[src/rtl/core/lqr_pkg.sv]
// shared types, widths and codes for the lqr state-feedback core
`timescale 1ns / 1ps

package lqr_pkg;

  localparam int DEF_NUM_STATES  = 8;
  localparam int DEF_NUM_OUTPUTS = 4;
  localparam int MAX_EMIT        = 4;

  localparam int KIND_W     = 2;
  localparam int ROW_W      = 2;
  localparam int COLUMN_W   = 3;
  localparam int COEF_W     = 20;
  localparam int SIG_W      = 16;
  localparam int ERR_W      = SIG_W + 1;
  localparam int GAIN_W     = 20;
  localparam int PROD_W     = ERR_W + GAIN_W;
  localparam int ACC_W      = 40;
  localparam int DRIVE_W    = 16;
  localparam int FRAC_SHIFT = 14;
  localparam int U_W        = ACC_W + 1 - FRAC_SHIFT;
  localparam int D_W        = U_W + 1;
  localparam int ACT_W      = 2;

  localparam int IN_TDATA_W  = 64;
  localparam int OUT_TDATA_W = 24;

  localparam int QUEUE_DEPTH = 4;

  localparam logic [KIND_W-1:0] KIND_GAIN   = 2'd0;
  localparam logic [KIND_W-1:0] KIND_EQ     = 2'd1;
  localparam logic [KIND_W-1:0] KIND_SAMPLE = 2'd2;

  localparam logic signed [ACC_W:0] ROUND_HALF = (ACC_W + 1)'(8192);

  typedef struct packed {
    logic [KIND_W-1:0]        op;
    logic [ROW_W-1:0]         row;
    logic [COLUMN_W-1:0]      col;
    logic                     col_ok;
    logic                     fin;
    logic signed [COEF_W-1:0] data;
  } lqr_cmd_t;

endpackage

[src/rtl/core/lqr_state_feedback_core.sv]
// top level of the lqr state-feedback core
`timescale 1ns / 1ps

// State-feedback regulator: load beats fill the gain table and equilibrium drives,
// sample beats accumulate gain * (measured - setpoint) for every output, and a sample
// with tlast set produces one drive beat per output (at most four), ending with tlast.
// Load beats are carried out at one per cycle; a sample beat reads the single port of
// the gain ram once per output. Accepted beats wait in a four-entry queue. Drives of a
// finished run leave from a snapshot bank at one per cycle while the output is ready,
// and later samples keep accumulating meanwhile; a further final sample waits until the
// previous run's last drive has entered the output register. The first drive passes
// through the multiply, accumulate and snapshot registers before the output register.
module lqr_state_feedback_core #(
  parameter int NUM_STATES  = lqr_pkg::DEF_NUM_STATES,
  parameter int NUM_OUTPUTS = lqr_pkg::DEF_NUM_OUTPUTS
) (
  input  logic                            clk,
  input  logic                            rst_n,
  input  logic                            in_tvalid,
  output logic                            in_tready,
  // row[1:0], column[4:2], coefficient[24:5], measured[40:25], setpoint[56:41]
  input  logic [lqr_pkg::IN_TDATA_W-1:0]  in_tdata,
  // kind[1:0]
  input  logic [lqr_pkg::KIND_W-1:0]      in_tuser,
  input  logic                            in_tlast,
  output logic                            out_tvalid,
  input  logic                            out_tready,
  // drive[15:0], clipped[16]
  output logic [lqr_pkg::OUT_TDATA_W-1:0] out_tdata,
  // actuator[1:0]
  output logic [lqr_pkg::ACT_W-1:0]       out_tuser,
  output logic                            out_tlast
);
  import lqr_pkg::*;

  logic     cmd_valid;
  logic     cmd_pop;
  lqr_cmd_t cmd;

  lqr_front #(
    .NUM_STATES  (NUM_STATES),
    .NUM_OUTPUTS (NUM_OUTPUTS)
  ) u_front (
    .clk       (clk),
    .rst_n     (rst_n),
    .in_tvalid (in_tvalid),
    .in_tready (in_tready),
    .in_tdata  (in_tdata),
    .in_tuser  (in_tuser),
    .in_tlast  (in_tlast),
    .cmd_valid (cmd_valid),
    .cmd       (cmd),
    .cmd_pop   (cmd_pop)
  );

  lqr_back #(
    .NUM_STATES  (NUM_STATES),
    .NUM_OUTPUTS (NUM_OUTPUTS)
  ) u_back (
    .clk        (clk),
    .rst_n      (rst_n),
    .cmd_valid  (cmd_valid),
    .cmd        (cmd),
    .cmd_pop    (cmd_pop),
    .out_tvalid (out_tvalid),
    .out_tready (out_tready),
    .out_tdata  (out_tdata),
    .out_tuser  (out_tuser),
    .out_tlast  (out_tlast)
  );

endmodule

[src/rtl/core/lqr_ram.sv]
// generic single-port ram with registered read
`timescale 1ns / 1ps

module lqr_ram #(
  parameter int WIDTH = 20,
  parameter int DEPTH = 32
) (
  input  logic                                    clk,
  input  logic                                    we,
  input  logic [$clog2(DEPTH > 1 ? DEPTH : 2)-1:0] addr,
  input  logic [WIDTH-1:0]                        wdata,
  output logic [WIDTH-1:0]                        rdata
);

  logic [WIDTH-1:0] mem [DEPTH];

  always_ff @(posedge clk) begin
    if (we) begin
      mem[addr] <= wdata;
    end
    rdata <= mem[addr];
  end

endmodule

[src/rtl/core/lqr_front.sv]
// front end: accepts input beats, classifies them and queues commands
`timescale 1ns / 1ps

module lqr_front #(
  parameter int NUM_STATES  = lqr_pkg::DEF_NUM_STATES,
  parameter int NUM_OUTPUTS = lqr_pkg::DEF_NUM_OUTPUTS
) (
  input  logic                            clk,
  input  logic                            rst_n,
  input  logic                            in_tvalid,
  output logic                            in_tready,
  input  logic [lqr_pkg::IN_TDATA_W-1:0]  in_tdata,
  input  logic [lqr_pkg::KIND_W-1:0]      in_tuser,
  input  logic                            in_tlast,
  output logic                            cmd_valid,
  output lqr_pkg::lqr_cmd_t               cmd,
  input  logic                            cmd_pop
);
  import lqr_pkg::*;

  localparam int QPTR_W = $clog2(QUEUE_DEPTH);

  logic [ROW_W-1:0]         row;
  logic [COLUMN_W-1:0]      col;
  logic signed [COEF_W-1:0] coef;
  logic signed [SIG_W-1:0]  meas;
  logic signed [SIG_W-1:0]  setp;
  logic signed [ERR_W-1:0]  err;
  logic signed [SIG_W-1:0]  eq_sat;
  logic                     row_ok;
  logic                     col_ok;
  logic                     keep;
  logic                     push;
  lqr_cmd_t                 entry;

  lqr_cmd_t            q_r [QUEUE_DEPTH];
  logic [QPTR_W-1:0]   wr_ptr_r, wr_ptr_nxt;
  logic [QPTR_W-1:0]   rd_ptr_r, rd_ptr_nxt;
  logic [QPTR_W:0]     count_r, count_nxt;

  assign row  = in_tdata[1:0];
  assign col  = in_tdata[4:2];
  assign coef = in_tdata[24:5];
  assign meas = in_tdata[40:25];
  assign setp = in_tdata[56:41];

  assign err    = {meas[SIG_W-1], meas} - {setp[SIG_W-1], setp};
  assign row_ok = int'(row) < NUM_OUTPUTS;
  assign col_ok = int'(col) < NUM_STATES;

  always_comb begin
    if (coef > COEF_W'(32767)) begin
      eq_sat = 16'sh7fff;
    end else if (coef < -COEF_W'(32768)) begin
      eq_sat = -16'sh8000;
    end else begin
      eq_sat = coef[SIG_W-1:0];
    end
  end

  always_comb begin
    case (in_tuser)
      KIND_GAIN:   keep = row_ok && col_ok;
      KIND_EQ:     keep = row_ok;
      KIND_SAMPLE: keep = 1'b1;
      default:     keep = 1'b0;
    endcase
  end

  always_comb begin
    entry.op     = in_tuser;
    entry.row    = row;
    entry.col    = col;
    entry.col_ok = col_ok;
    entry.fin    = in_tlast;
    case (in_tuser)
      KIND_GAIN:   entry.data = coef;
      KIND_EQ:     entry.data = {{(COEF_W-SIG_W){eq_sat[SIG_W-1]}}, eq_sat};
      default:     entry.data = {{(COEF_W-ERR_W){err[ERR_W-1]}}, err};
    endcase
  end

  assign in_tready = count_r != (QPTR_W+1)'(QUEUE_DEPTH);
  assign push      = in_tvalid && in_tready && keep;
  assign cmd_valid = count_r != '0;
  assign cmd       = q_r[rd_ptr_r];

  always_comb begin
    wr_ptr_nxt = wr_ptr_r;
    rd_ptr_nxt = rd_ptr_r;
    count_nxt  = count_r;
    if (push) begin
      wr_ptr_nxt = wr_ptr_r + 1'b1;
    end
    if (cmd_pop) begin
      rd_ptr_nxt = rd_ptr_r + 1'b1;
    end
    if (push && !cmd_pop) begin
      count_nxt = count_r + 1'b1;
    end else if (!push && cmd_pop) begin
      count_nxt = count_r - 1'b1;
    end
  end

  always_ff @(posedge clk) begin
    if (!rst_n) begin
      wr_ptr_r <= '0;
      rd_ptr_r <= '0;
      count_r  <= '0;
    end else begin
      wr_ptr_r <= wr_ptr_nxt;
      rd_ptr_r <= rd_ptr_nxt;
      count_r  <= count_nxt;
    end
  end

  always_ff @(posedge clk) begin
    if (push) begin
      q_r[wr_ptr_r] <= entry;
    end
  end

endmodule

[src/rtl/core/lqr_back.sv]
// back end: gain table, multiply-accumulate pipeline, drive snapshot and output register
`timescale 1ns / 1ps

module lqr_back #(
  parameter int NUM_STATES  = lqr_pkg::DEF_NUM_STATES,
  parameter int NUM_OUTPUTS = lqr_pkg::DEF_NUM_OUTPUTS
) (
  input  logic                            clk,
  input  logic                            rst_n,
  input  logic                            cmd_valid,
  input  lqr_pkg::lqr_cmd_t               cmd,
  output logic                            cmd_pop,
  output logic                            out_tvalid,
  input  logic                            out_tready,
  output logic [lqr_pkg::OUT_TDATA_W-1:0] out_tdata,
  output logic [lqr_pkg::ACT_W-1:0]       out_tuser,
  output logic                            out_tlast
);
  import lqr_pkg::*;

  localparam int GAIN_DEPTH = NUM_OUTPUTS * NUM_STATES;
  localparam int ADDR_W     = $clog2(GAIN_DEPTH > 1 ? GAIN_DEPTH : 2);
  localparam int OUT_W      = $clog2(NUM_OUTPUTS > 1 ? NUM_OUTPUTS : 2);
  localparam int NUM_EMIT   = NUM_OUTPUTS < MAX_EMIT ? NUM_OUTPUTS : MAX_EMIT;
  localparam int EMIT_W     = $clog2(NUM_EMIT > 1 ? NUM_EMIT : 2);

  // issue stage
  lqr_cmd_t         cur_r;
  logic             cur_valid_r;
  logic [OUT_W-1:0] cnt_r;
  logic             final_pend_r;
  logic             is_sample;
  logic             last_o;
  logic             stall;
  logic             act;
  logic             cur_done;

  logic              ram_we;
  logic [ADDR_W-1:0] ram_addr;
  logic [GAIN_W-1:0] ram_rdata;

  logic signed [SIG_W-1:0] eq_r [NUM_OUTPUTS];

  // multiply and accumulate stages
  logic                     s1_valid_r;
  logic [OUT_W-1:0]         s1_o_r;
  logic signed [ERR_W-1:0]  s1_err_r;
  logic                     s1_add_r;
  logic                     s1_snap_r;
  logic                     s2_valid_r;
  logic [OUT_W-1:0]         s2_o_r;
  logic                     s2_snap_r;
  logic signed [PROD_W-1:0] prod;
  logic signed [PROD_W-1:0] prod_r;

  logic signed [ACC_W-1:0] acc_r   [NUM_OUTPUTS];
  logic signed [ACC_W-1:0] acc_nxt [NUM_OUTPUTS];
  logic signed [ACC_W:0]   sum;
  logic signed [ACC_W-1:0] sum_sat;

  // snapshot and emission
  logic signed [ACC_W-1:0] snap_acc_r [NUM_EMIT];
  logic signed [SIG_W-1:0] snap_eq_r  [NUM_EMIT];
  logic                    snap_valid_r;
  logic [EMIT_W-1:0]       e_r;
  logic                    emit;
  logic                    last_e;
  logic signed [ACC_W:0]   rsum;
  logic signed [U_W-1:0]   u;
  logic signed [D_W-1:0]   d;
  logic                    clip;
  logic [DRIVE_W-1:0]      drive;

  logic                    out_valid_r;
  logic [DRIVE_W-1:0]      out_drive_r;
  logic                    out_clip_r;
  logic                    out_last_r;
  logic [ACT_W-1:0]        out_act_r;

  assign is_sample = cur_r.op == KIND_SAMPLE;
  assign last_o    = cnt_r == OUT_W'(NUM_OUTPUTS - 1);
  assign stall     = cur_valid_r && is_sample && cur_r.fin && (cnt_r == '0) && final_pend_r;
  assign act       = cur_valid_r && !stall;
  assign cur_done  = act && (!is_sample || last_o);
  assign cmd_pop   = cmd_valid && (!cur_valid_r || cur_done);

  assign ram_we = act && (cur_r.op == KIND_GAIN);

  always_comb begin
    if (cur_r.op == KIND_GAIN) begin
      ram_addr = ADDR_W'(int'(cur_r.row) * NUM_STATES + int'(cur_r.col));
    end else if (cur_r.col_ok) begin
      ram_addr = ADDR_W'(int'(cnt_r) * NUM_STATES + int'(cur_r.col));
    end else begin
      ram_addr = '0;
    end
  end

  lqr_ram #(
    .WIDTH (GAIN_W),
    .DEPTH (GAIN_DEPTH)
  ) u_gain_ram (
    .clk   (clk),
    .we    (ram_we),
    .addr  (ram_addr),
    .wdata (cur_r.data),
    .rdata (ram_rdata)
  );

  always_ff @(posedge clk) begin
    if (!rst_n) begin
      cur_valid_r <= 1'b0;
      cnt_r       <= '0;
    end else if (cmd_pop) begin
      cur_valid_r <= 1'b1;
      cnt_r       <= '0;
    end else if (cur_done) begin
      cur_valid_r <= 1'b0;
      cnt_r       <= '0;
    end else if (act && is_sample) begin
      cnt_r <= cnt_r + 1'b1;
    end
  end

  always_ff @(posedge clk) begin
    if (cmd_pop) begin
      cur_r <= cmd;
    end
  end

  always_ff @(posedge clk) begin
    if (!rst_n) begin
      for (int i = 0; i < NUM_OUTPUTS; i++) begin
        eq_r[i] <= '0;
      end
    end else if (act && (cur_r.op == KIND_EQ)) begin
      eq_r[OUT_W'(cur_r.row)] <= cur_r.data[SIG_W-1:0];
    end
  end

  // equilibrium drives are frozen with the last read of a final sample
  always_ff @(posedge clk) begin
    if (act && is_sample && cur_r.fin && last_o) begin
      for (int i = 0; i < NUM_EMIT; i++) begin
        snap_eq_r[i] <= eq_r[i];
      end
    end
  end

  always_ff @(posedge clk) begin
    if (!rst_n) begin
      s1_valid_r <= 1'b0;
      s2_valid_r <= 1'b0;
    end else begin
      s1_valid_r <= act && is_sample;
      s2_valid_r <= s1_valid_r;
    end
  end

  assign prod = s1_err_r * $signed(ram_rdata);

  always_ff @(posedge clk) begin
    s1_o_r    <= cnt_r;
    s1_err_r  <= cur_r.data[ERR_W-1:0];
    s1_add_r  <= cur_r.col_ok;
    s1_snap_r <= cur_r.fin && last_o;
    s2_o_r    <= s1_o_r;
    s2_snap_r <= s1_snap_r;
    prod_r    <= s1_add_r ? prod : '0;
  end

  assign sum = {acc_r[s2_o_r][ACC_W-1], acc_r[s2_o_r]}
             + {{(ACC_W + 1 - PROD_W){prod_r[PROD_W-1]}}, prod_r};

  always_comb begin
    if (sum[ACC_W] != sum[ACC_W-1]) begin
      sum_sat = sum[ACC_W] ? {1'b1, {(ACC_W-1){1'b0}}} : {1'b0, {(ACC_W-1){1'b1}}};
    end else begin
      sum_sat = sum[ACC_W-1:0];
    end
  end

  always_comb begin
    for (int i = 0; i < NUM_OUTPUTS; i++) begin
      acc_nxt[i] = acc_r[i];
      if (s2_valid_r && (s2_o_r == OUT_W'(i))) begin
        acc_nxt[i] = sum_sat;
      end
    end
  end

  always_ff @(posedge clk) begin
    if (!rst_n) begin
      for (int i = 0; i < NUM_OUTPUTS; i++) begin
        acc_r[i] <= '0;
      end
    end else if (s2_valid_r && s2_snap_r) begin
      for (int i = 0; i < NUM_OUTPUTS; i++) begin
        acc_r[i] <= '0;
      end
    end else begin
      for (int i = 0; i < NUM_OUTPUTS; i++) begin
        acc_r[i] <= acc_nxt[i];
      end
    end
  end

  always_ff @(posedge clk) begin
    if (s2_valid_r && s2_snap_r) begin
      for (int i = 0; i < NUM_EMIT; i++) begin
        snap_acc_r[i] <= acc_nxt[i];
      end
    end
  end

  // drive = equilibrium - round(acc / 2^14), saturated
  assign rsum = {snap_acc_r[e_r][ACC_W-1], snap_acc_r[e_r]} + ROUND_HALF;
  assign u    = rsum[ACC_W:FRAC_SHIFT];
  assign d    = {{(D_W-SIG_W){snap_eq_r[e_r][SIG_W-1]}}, snap_eq_r[e_r]} - {u[U_W-1], u};
  assign clip = !((&d[D_W-1:DRIVE_W-1]) || (~|d[D_W-1:DRIVE_W-1]));

  always_comb begin
    if (clip) begin
      drive = d[D_W-1] ? {1'b1, {(DRIVE_W-1){1'b0}}} : {1'b0, {(DRIVE_W-1){1'b1}}};
    end else begin
      drive = d[DRIVE_W-1:0];
    end
  end

  assign last_e = e_r == EMIT_W'(NUM_EMIT - 1);
  assign emit   = snap_valid_r && (!out_valid_r || out_tready);

  always_ff @(posedge clk) begin
    if (!rst_n) begin
      snap_valid_r <= 1'b0;
      e_r          <= '0;
      final_pend_r <= 1'b0;
    end else begin
      if (act && is_sample && cur_r.fin && (cnt_r == '0)) begin
        final_pend_r <= 1'b1;
      end
      if (s2_valid_r && s2_snap_r) begin
        snap_valid_r <= 1'b1;
        e_r          <= '0;
      end else if (emit) begin
        if (last_e) begin
          snap_valid_r <= 1'b0;
          final_pend_r <= 1'b0;
          e_r          <= '0;
        end else begin
          e_r <= e_r + 1'b1;
        end
      end
    end
  end

  always_ff @(posedge clk) begin
    if (!rst_n) begin
      out_valid_r <= 1'b0;
    end else if (emit) begin
      out_valid_r <= 1'b1;
    end else if (out_tready) begin
      out_valid_r <= 1'b0;
    end
  end

  always_ff @(posedge clk) begin
    if (emit) begin
      out_drive_r <= drive;
      out_clip_r  <= clip;
      out_last_r  <= last_e;
      out_act_r   <= ACT_W'(e_r);
    end
  end

  assign out_tvalid = out_valid_r;
  assign out_tdata  = {{(OUT_TDATA_W - DRIVE_W - 1){1'b0}}, out_clip_r, out_drive_r};
  assign out_tuser  = out_act_r;
  assign out_tlast  = out_last_r;

endmodule
[config.mk]
export PLATFORM = sky130hd
export DESIGN_NAME = lqr_state_feedback_core
export DESIGN_NICKNAME = d
export VERILOG_FILES = /design/src/rtl/core/lqr_pkg.sv /design/src/rtl/core/lqr_state_feedback_core.sv /design/src/rtl/core/lqr_ram.sv /design/src/rtl/core/lqr_front.sv /design/src/rtl/core/lqr_back.sv
export SDC_FILE = /design/constraint.sdc
export NUM_CORES = 2
export LEC_CHECK = 0
export ABC_CLOCK_PERIOD_IN_PS = 7050
export BUFFER_PORTS_ARGS = -buffer_cell sky130_fd_sc_hd__buf_4
export CORE_MARGIN = 3
export CORE_UTILIZATION = 40
export CTS_CLUSTER_SIZE = 28
export DETAILED_ROUTE_END_ITERATION = 8
export PLACE_DENSITY = 0.63
export SETUP_SLACK_MARGIN = 0.3
export SLEW_MARGIN = 20
export SYNTH_ARGS = -nofsm -noshare
export SYNTH_HDL_FRONTEND = slang
export SYNTH_SLANG_ARGS = --single-unit
export TNS_END_PERCENT = 50
[constraint.sdc]
create_clock -name clk -period 7.05 [get_ports clk]
set_clock_uncertainty 0.05 [all_clocks]
set_input_delay 0.3525 -clock clk [delete_from_list [all_inputs] [get_ports clk]]
set_output_delay 0.3525 -clock clk [all_outputs]
set_load 0.03 [all_outputs]
-- Word-level counts from Yosys, hierarchy flattened
Memory sizes are Yosys's and may differ from the RTL's. A register that Yosys moved wholly into a read port is not among the register bits.
Cells that the tools add are included.
- latch bits: 0
- bits of input ports: 71
- memory bits (writable): 1200
- bits in registers: 99
- word-level logic and storage cells: 177
- memory bits (read-only): 0
- memories: 6
- shift operators: 0
- $lt $le $gt $ge: 2
- bitwise operators: 9
- multiplexer cells: 60
- add/subtract/negate cells: 12
- $mul: 1
- reductions and logical operators: 53
- divide/modulo/power cells: 0
- equality and inequality tests: 11
- memories (memory ; depth ; width ; rd ports ; clocked after Yosys merged registers in ; wr ports ; line ; source):
    u_back.u_gain_ram.mem ; 32 ; 20 ; 1 ; 1 ; 1 ; lqr_ram.sv:15 ; logic [WIDTH-1:0] mem [DEPTH];
    u_back.acc_r ; 4 ; 40 ; 5 ; 1 ; 4 ; lqr_back.sv:56 ; logic signed [ACC_W-1:0] acc_r [NUM_OUTPUTS];
    u_back.snap_acc_r ; 4 ; 40 ; 1 ; 1 ; 4 ; lqr_back.sv:62 ; logic signed [ACC_W-1:0] snap_acc_r [NUM_EMIT];
    u_front.q_r ; 4 ; 28 ; 1 ; 1 ; 1 ; lqr_front.sv:36 ; lqr_cmd_t q_r [QUEUE_DEPTH];
    u_back.eq_r ; 4 ; 16 ; 4 ; 0 ; 4 ; lqr_back.sv:42 ; logic signed [SIG_W-1:0] eq_r [NUM_OUTPUTS];
    u_back.snap_eq_r ; 4 ; 16 ; 1 ; 1 ; 4 ; lqr_back.sv:63 ; logic signed [SIG_W-1:0] snap_eq_r [NUM_EMIT];
- operators by type and width (cell ; number):
    40-bit two-way mux ; 14
    16-bit two-way mux ; 5
    40-bit by 15-bit adder with 41-bit output (second input constant) ; 1
    40-bit by 37-bit adder with 41-bit output ; 1
    20-bit case mux with 2 select lines ; 1
    17-bit by 20-bit multiplier with 37-bit output ; 1
    1-bit two-way mux ; 30
    16-bit by 27-bit subtractor with 28-bit output ; 1
    1-bit logical AND ; 24
    20-bit by 16-bit greater-than comparator with 1-bit output (second input constant) ; 1
    20-bit by 16-bit < comparator with 1-bit output (second input constant) ; 1
    16-bit by 16-bit subtractor with 17-bit output ; 1
    16-bit OR reduction ; 1
    13-bit AND reduction ; 1
    13-bit OR reduction ; 1
    2-bit equality test (second input constant) ; 6
    2-bit two-way mux ; 6
    5-bit by 3-bit adder with 5-bit output ; 2
    5-bit two-way mux ; 2
    2-bit nonzero test ; 5
    2-bit by 1-bit adder with 2-bit output (second input constant) ; 4
    1-bit zero test ; 8
    2-bit zero test ; 4
    1-bit OR ; 8
    other kinds (12) ; 19

-- Longest topological paths before layout
- depth in word-level cells: 14
- gate-level depth with buffers: 24
- gate-level depth less buffers: 23

-- By module
Synthesis repeated with hierarchy kept, for this count alone.
- cell total of the unflattened synthesis: 5195
- area total of the unflattened synthesis: 67891.4 um^2
- modules (own cells, without submodules) (module ; times used ; seq. area each (um^2) ; area each (um^2) ; cells each):
    lqr_back ; 1 ; 14423.8 ; 37272.0 ; 3463
    lqr_ram ; 1 ; 19618.8 ; 24883.9 ; 1338
    lqr_front ; 1 ; 3543.4 ; 5735.5 ; 394

-- Least setup slack after synthesis
Ideal clock, no wire load.
- path kind: flip-flop to flip-flop
- from: register u_back.u_gain_ram.rdata[7], read port of u_back.u_gain_ram.mem
- to: register u_back.prod_r[34]
- library setup time: 72 ps
- buffers on the path: 1
- stages on the path, launching flop included: 24
- required time: 6928 ps
- setup slack: 952 ps
- data arrival time: 5976 ps
- cells stage by stage: dfxtp_1 > clkbuf_1 > nand2_1 > fa_1 > inv_1 > fa_1 > inv_1 > fa_1 > inv_1 > fa_1 > fa_1 > inv_1 > fa_1 > inv_1 > ha_1 > and3_1 > and3_1 > a32o_1 > a21o_1 > a31oi_1 > o21ai_0 > a221oi_1 > nor2b_1 > xnor2_1
- word-level cells in the longest chain between the ends: 1
- ends and longest elaborated chain (what ; line ; source):
    start, declared ; lqr_ram.sv:12 ; output logic [WIDTH-1:0] rdata
    17-bit by 20-bit multiplier with 37-bit output ; lqr_back.sv:160 ; assign prod = s1_err_r * $signed(ram_rdata);
    named net u_back.prod[34] ; lqr_back.sv:53 ; logic signed [PROD_W-1:0] prod;
    end signal, assigned ; lqr_back.sv:169 ; prod_r <= s1_add_r ? prod : '0;
    end, declared ; lqr_back.sv:54 ; logic signed [PROD_W-1:0] prod_r;
The timed path passes the listed nets, and every way through them passes these cells.
A chain may end at the register's enable or synchronous reset.

-- Final worst setup path
- from: register u_back.u_gain_ram.rdata[13], read port of u_back.u_gain_ram.mem
- to: register u_back.prod_r[34]
The elaborated chain is that of the path after synthesis.

==> metrics.md <==
| Metric | Value |
|---|---|
| Routed len/inst | 21.9 um |
| Crit-path cells | buf_4 -> and2_1 -> fa_1 -> inv_1 -> fa_1 -> fa_1 -> inv_1 -> fa_1 -> fa_1 -> inv_1 -> fa_1 -> inv_1 -> ha_1 -> nor3_1 -> o21ai_0 -> a32o_1 -> a21o_1 -> a31oi_2 -> o21ai_0 -> a221oi_2 -> nor2b_1 -> xnor2_1 |
| Max-slew violations | 0 |
| Min cycle time layout | 6.44 ns |
| EDFF count, synth | 1156 |
| Initial drt markers | 3602 |
| Final Util | 0.456 |
| CTS sink cnt | 1295 |
| Kind of critical path | register to register |
| Mapped Cells | 4959 |
| Most used cell, CP | fa_1 |
| Max Buffers Root-to-Sink | 3 |
| Core Area | 0.168 mm2 |
| Slowest-stage cell, CP | dfxtp_1 |
| Main synth FF type | edfxtp_1 |
| Worst-Margin Slew | 1.11 ns |
| Syn Std Cell Area | 0.0680 mm2 |
| DP Cell Count | 7265 |
| RSZ-0062 raised after global routing | yes |
| CP endpoint kind | register |
| Buf+Inv Stages, Crit Path | 5 |
| Num CTS Buffers | 137 |
| Average cell area after synthesis | 13.7 um2 |
| Hold Vio Cnt, Final | 0 |
| Total track usage | 0.190 |
| Top cells by area, synth | edfxtp_1 51%, fa_1 10%, mux4_2 9.0%, dfxtp_1 4.1%, ha_1 3.4% |
| Post-Route WL | 165 mm |
| Max-Cap Viols | 0 |
| Sequential share of the synthesized area | 0.551 |
| Final period util | 0.913 |
| Startpoint Class | register |
| Max incr delay on CP | 0.57 ns |
| Detail-routed via count per cell | 5.43 |
| DP HPWL | 111 mm |
| Slew margin rel. | 0.260 |
| DRC viols | 0 |
| Fin nets | 5813 |
| Final instance count without filler cells | 7524 |
| Status | finished, final reports clean |
| Worst EP required | 7.64 ns |
| # IOs | 100 |
| P&R area growth vs syn | 12.7% |
| Initial core utilization | 0.405 |
| Hold crit path type | input pin to register |
| Critical-path maximum fanout | 11 |
| Antenna cell count | 0 |
| Vias in the first global route | 41.8k |
| Ys Warns | 0 |
| Post-synth top area share | 0.510 |
| CTS tree | done |
| Die Y | 418 um |
| CP Data Arrival Time | 7.03 ns |
| Routability cong. | 0.903 |
| GRT overflow | 0 |
| Initial antenna violation count | 3 |
| CTS clk-pin slew, worst paths | 0.06 ns |
| First-pass GRT wire length | 254 mm |
| Layout cells sized above 1 | 0.153 |
| FMAX | 155 MHz |
| Pin count of the biggest net entering global routing | 117 |
| Die area | 0.175 mm2 |
| Pre-antenna DRT Iters | 6 |
| Htree depth | 4 |
| Final setup violation count | 0 |
| Via count | 40.9k |
| Worst skew pair latency | 0.76 ns |
| Top delay family on crit path | adder cells |
| Die width | 418 um |
| Synth cell types | 97 |
| Post-route ant nets | 0 |
| Row cnt | 150 |
| Post-synthesis async set-or-reset flop share | 0 |
| PortBufs | 85 |
| Area leader, netlist | edfxtp_1 |
| Setup TNS | 0 ns |
| Yosys reg bits | 1295 |
| Root buf cell | clkbuf_16 |
-- cells in the mapped netlist, types with 23 or more instances --
cell type,n
a211oi_1,44
a21o_1,62
a21oi_1,231
a22oi_1,86
and2_1,263
and3_1,49
buf_1,30
clkbuf_1,183
dfxtp_1,139
edfxtp_1,1156
fa_1,345
ha_1,183
inv_1,436
mux4_2,271
nand2_1,428
nand2b_1,24
nand3_1,55
nand4_1,42
nor2_1,240
nor3_1,66
o211ai_1,23
o21a_1,24
o21ai_0,145
xnor2_1,73
xor2_1,40
-- state kept, by name, summed over array words and instances, names as in the netlist, 3 cells and up, named ones only --
name,count
u_back.u_gain_ram.rdata,20
u_back.eq_r,64
u_back.acc_r,160
u_front.q_r,112
u_back.snap_eq_r,64
u_back.s1_err_r,17
u_back.out_drive_r,16
u_back.cur_r,28
u_front.count_r,3
u_back.prod_r,37
u_back.snap_acc_r,108
u_back.u_gain_ram.mem,640
-- metal layers --
metal	track usage	routed length, um	vias up
met2	0.325	82600	1221
met5	0	17	-
met3	0.0301	9210	221
met4	0.0550	4480	2
met1	0.251	68600	20900
li1	-	-	18500
-- placed cells by master (no fill, tap or decap), types with 183 or more instances in the layout --
cell | Yosys | final
a21oi_1 | 231 | 231
and2_1 | 263 | 263
buf_4 | 13 | 218
edfxtp_1 | 1156 | 1156
fa_1 | 345 | 344
ha_1 | 183 | 183
inv_1 | 436 | 435
mux4_2 | 271 | 271
nand2_1 | 428 | 427
nor2_1 | 240 | 204
-- final cells by class --
class                   instances  area, um2
clock inverters                60        613
well taps                    2204       2760
inverters                     437       1640
clock buffers                 185       3680
fillers                     14700      91300
flip-flops and latches       1295      37500
multi-input cells            3108      28500
repair buffers                235       1890
-- final timing paths --
path / startpoint / to / slack, ns / cells after the start
worst max-delay path: u_back.u_gain_ram.rdata[13] / u_back.prod_r[34] / 0.61 / 22
worst min-delay path: in_tdata[41] / u_front.q_r[3][0] / 0.07 / 3
worst max register to register: u_back.u_gain_ram.rdata[13] / u_back.prod_r[34] / 0.61 / 22
worst min register to register: u_back.s1_o_r[0] / u_back.s2_o_r[0] / 0.28 / 0
-- worst min-delay path: cells and delay by family --
family	cells	cell delay, ns
adders and majority gates	1	0.11
buffers and inverters	1	0.08
muxes	1	0.13
-- metrics by stage --
stage          area [um2]  worst slack [ns]  hold WS (ns)
2_1_floorplan       68500             0.952         0.260
3_3_place_gp        72100             0.368         0.260
3_5_place_dp        72100             0.333         0.262
4_1_cts             76500             0.313        0.0247
5_1_grt             76600             0.300        0.0721
6_report            76600             0.610        0.0684
-- timing repair --
action	CTS	global route
resized for setup	4	19
hold buffers	9	0
hold endpoints to repair	33	0
setup endpoints to repair	1	11
buffers inserted	0	0
-- cells by family (layout without fill, tap and decap cells) --
group,Yosys count,after routing,share of synthesized area
flip-flops,1295,1295,0.551
AND/OR/NAND/NOR,1249,1249,0.0896
AO/OA/AOI/OAI,780,780,0.0745
buffers and inverters,681,917,0.0387
adder cells (fa/ha/maj),536,536,0.136
multiplexers,303,303,0.0948
XOR/XNOR,113,113,0.0146
other,2,127,0.000110
Power is not shown: default switching activity piles up to over one toggle a cycle in this logic, so the estimate is an artifact.
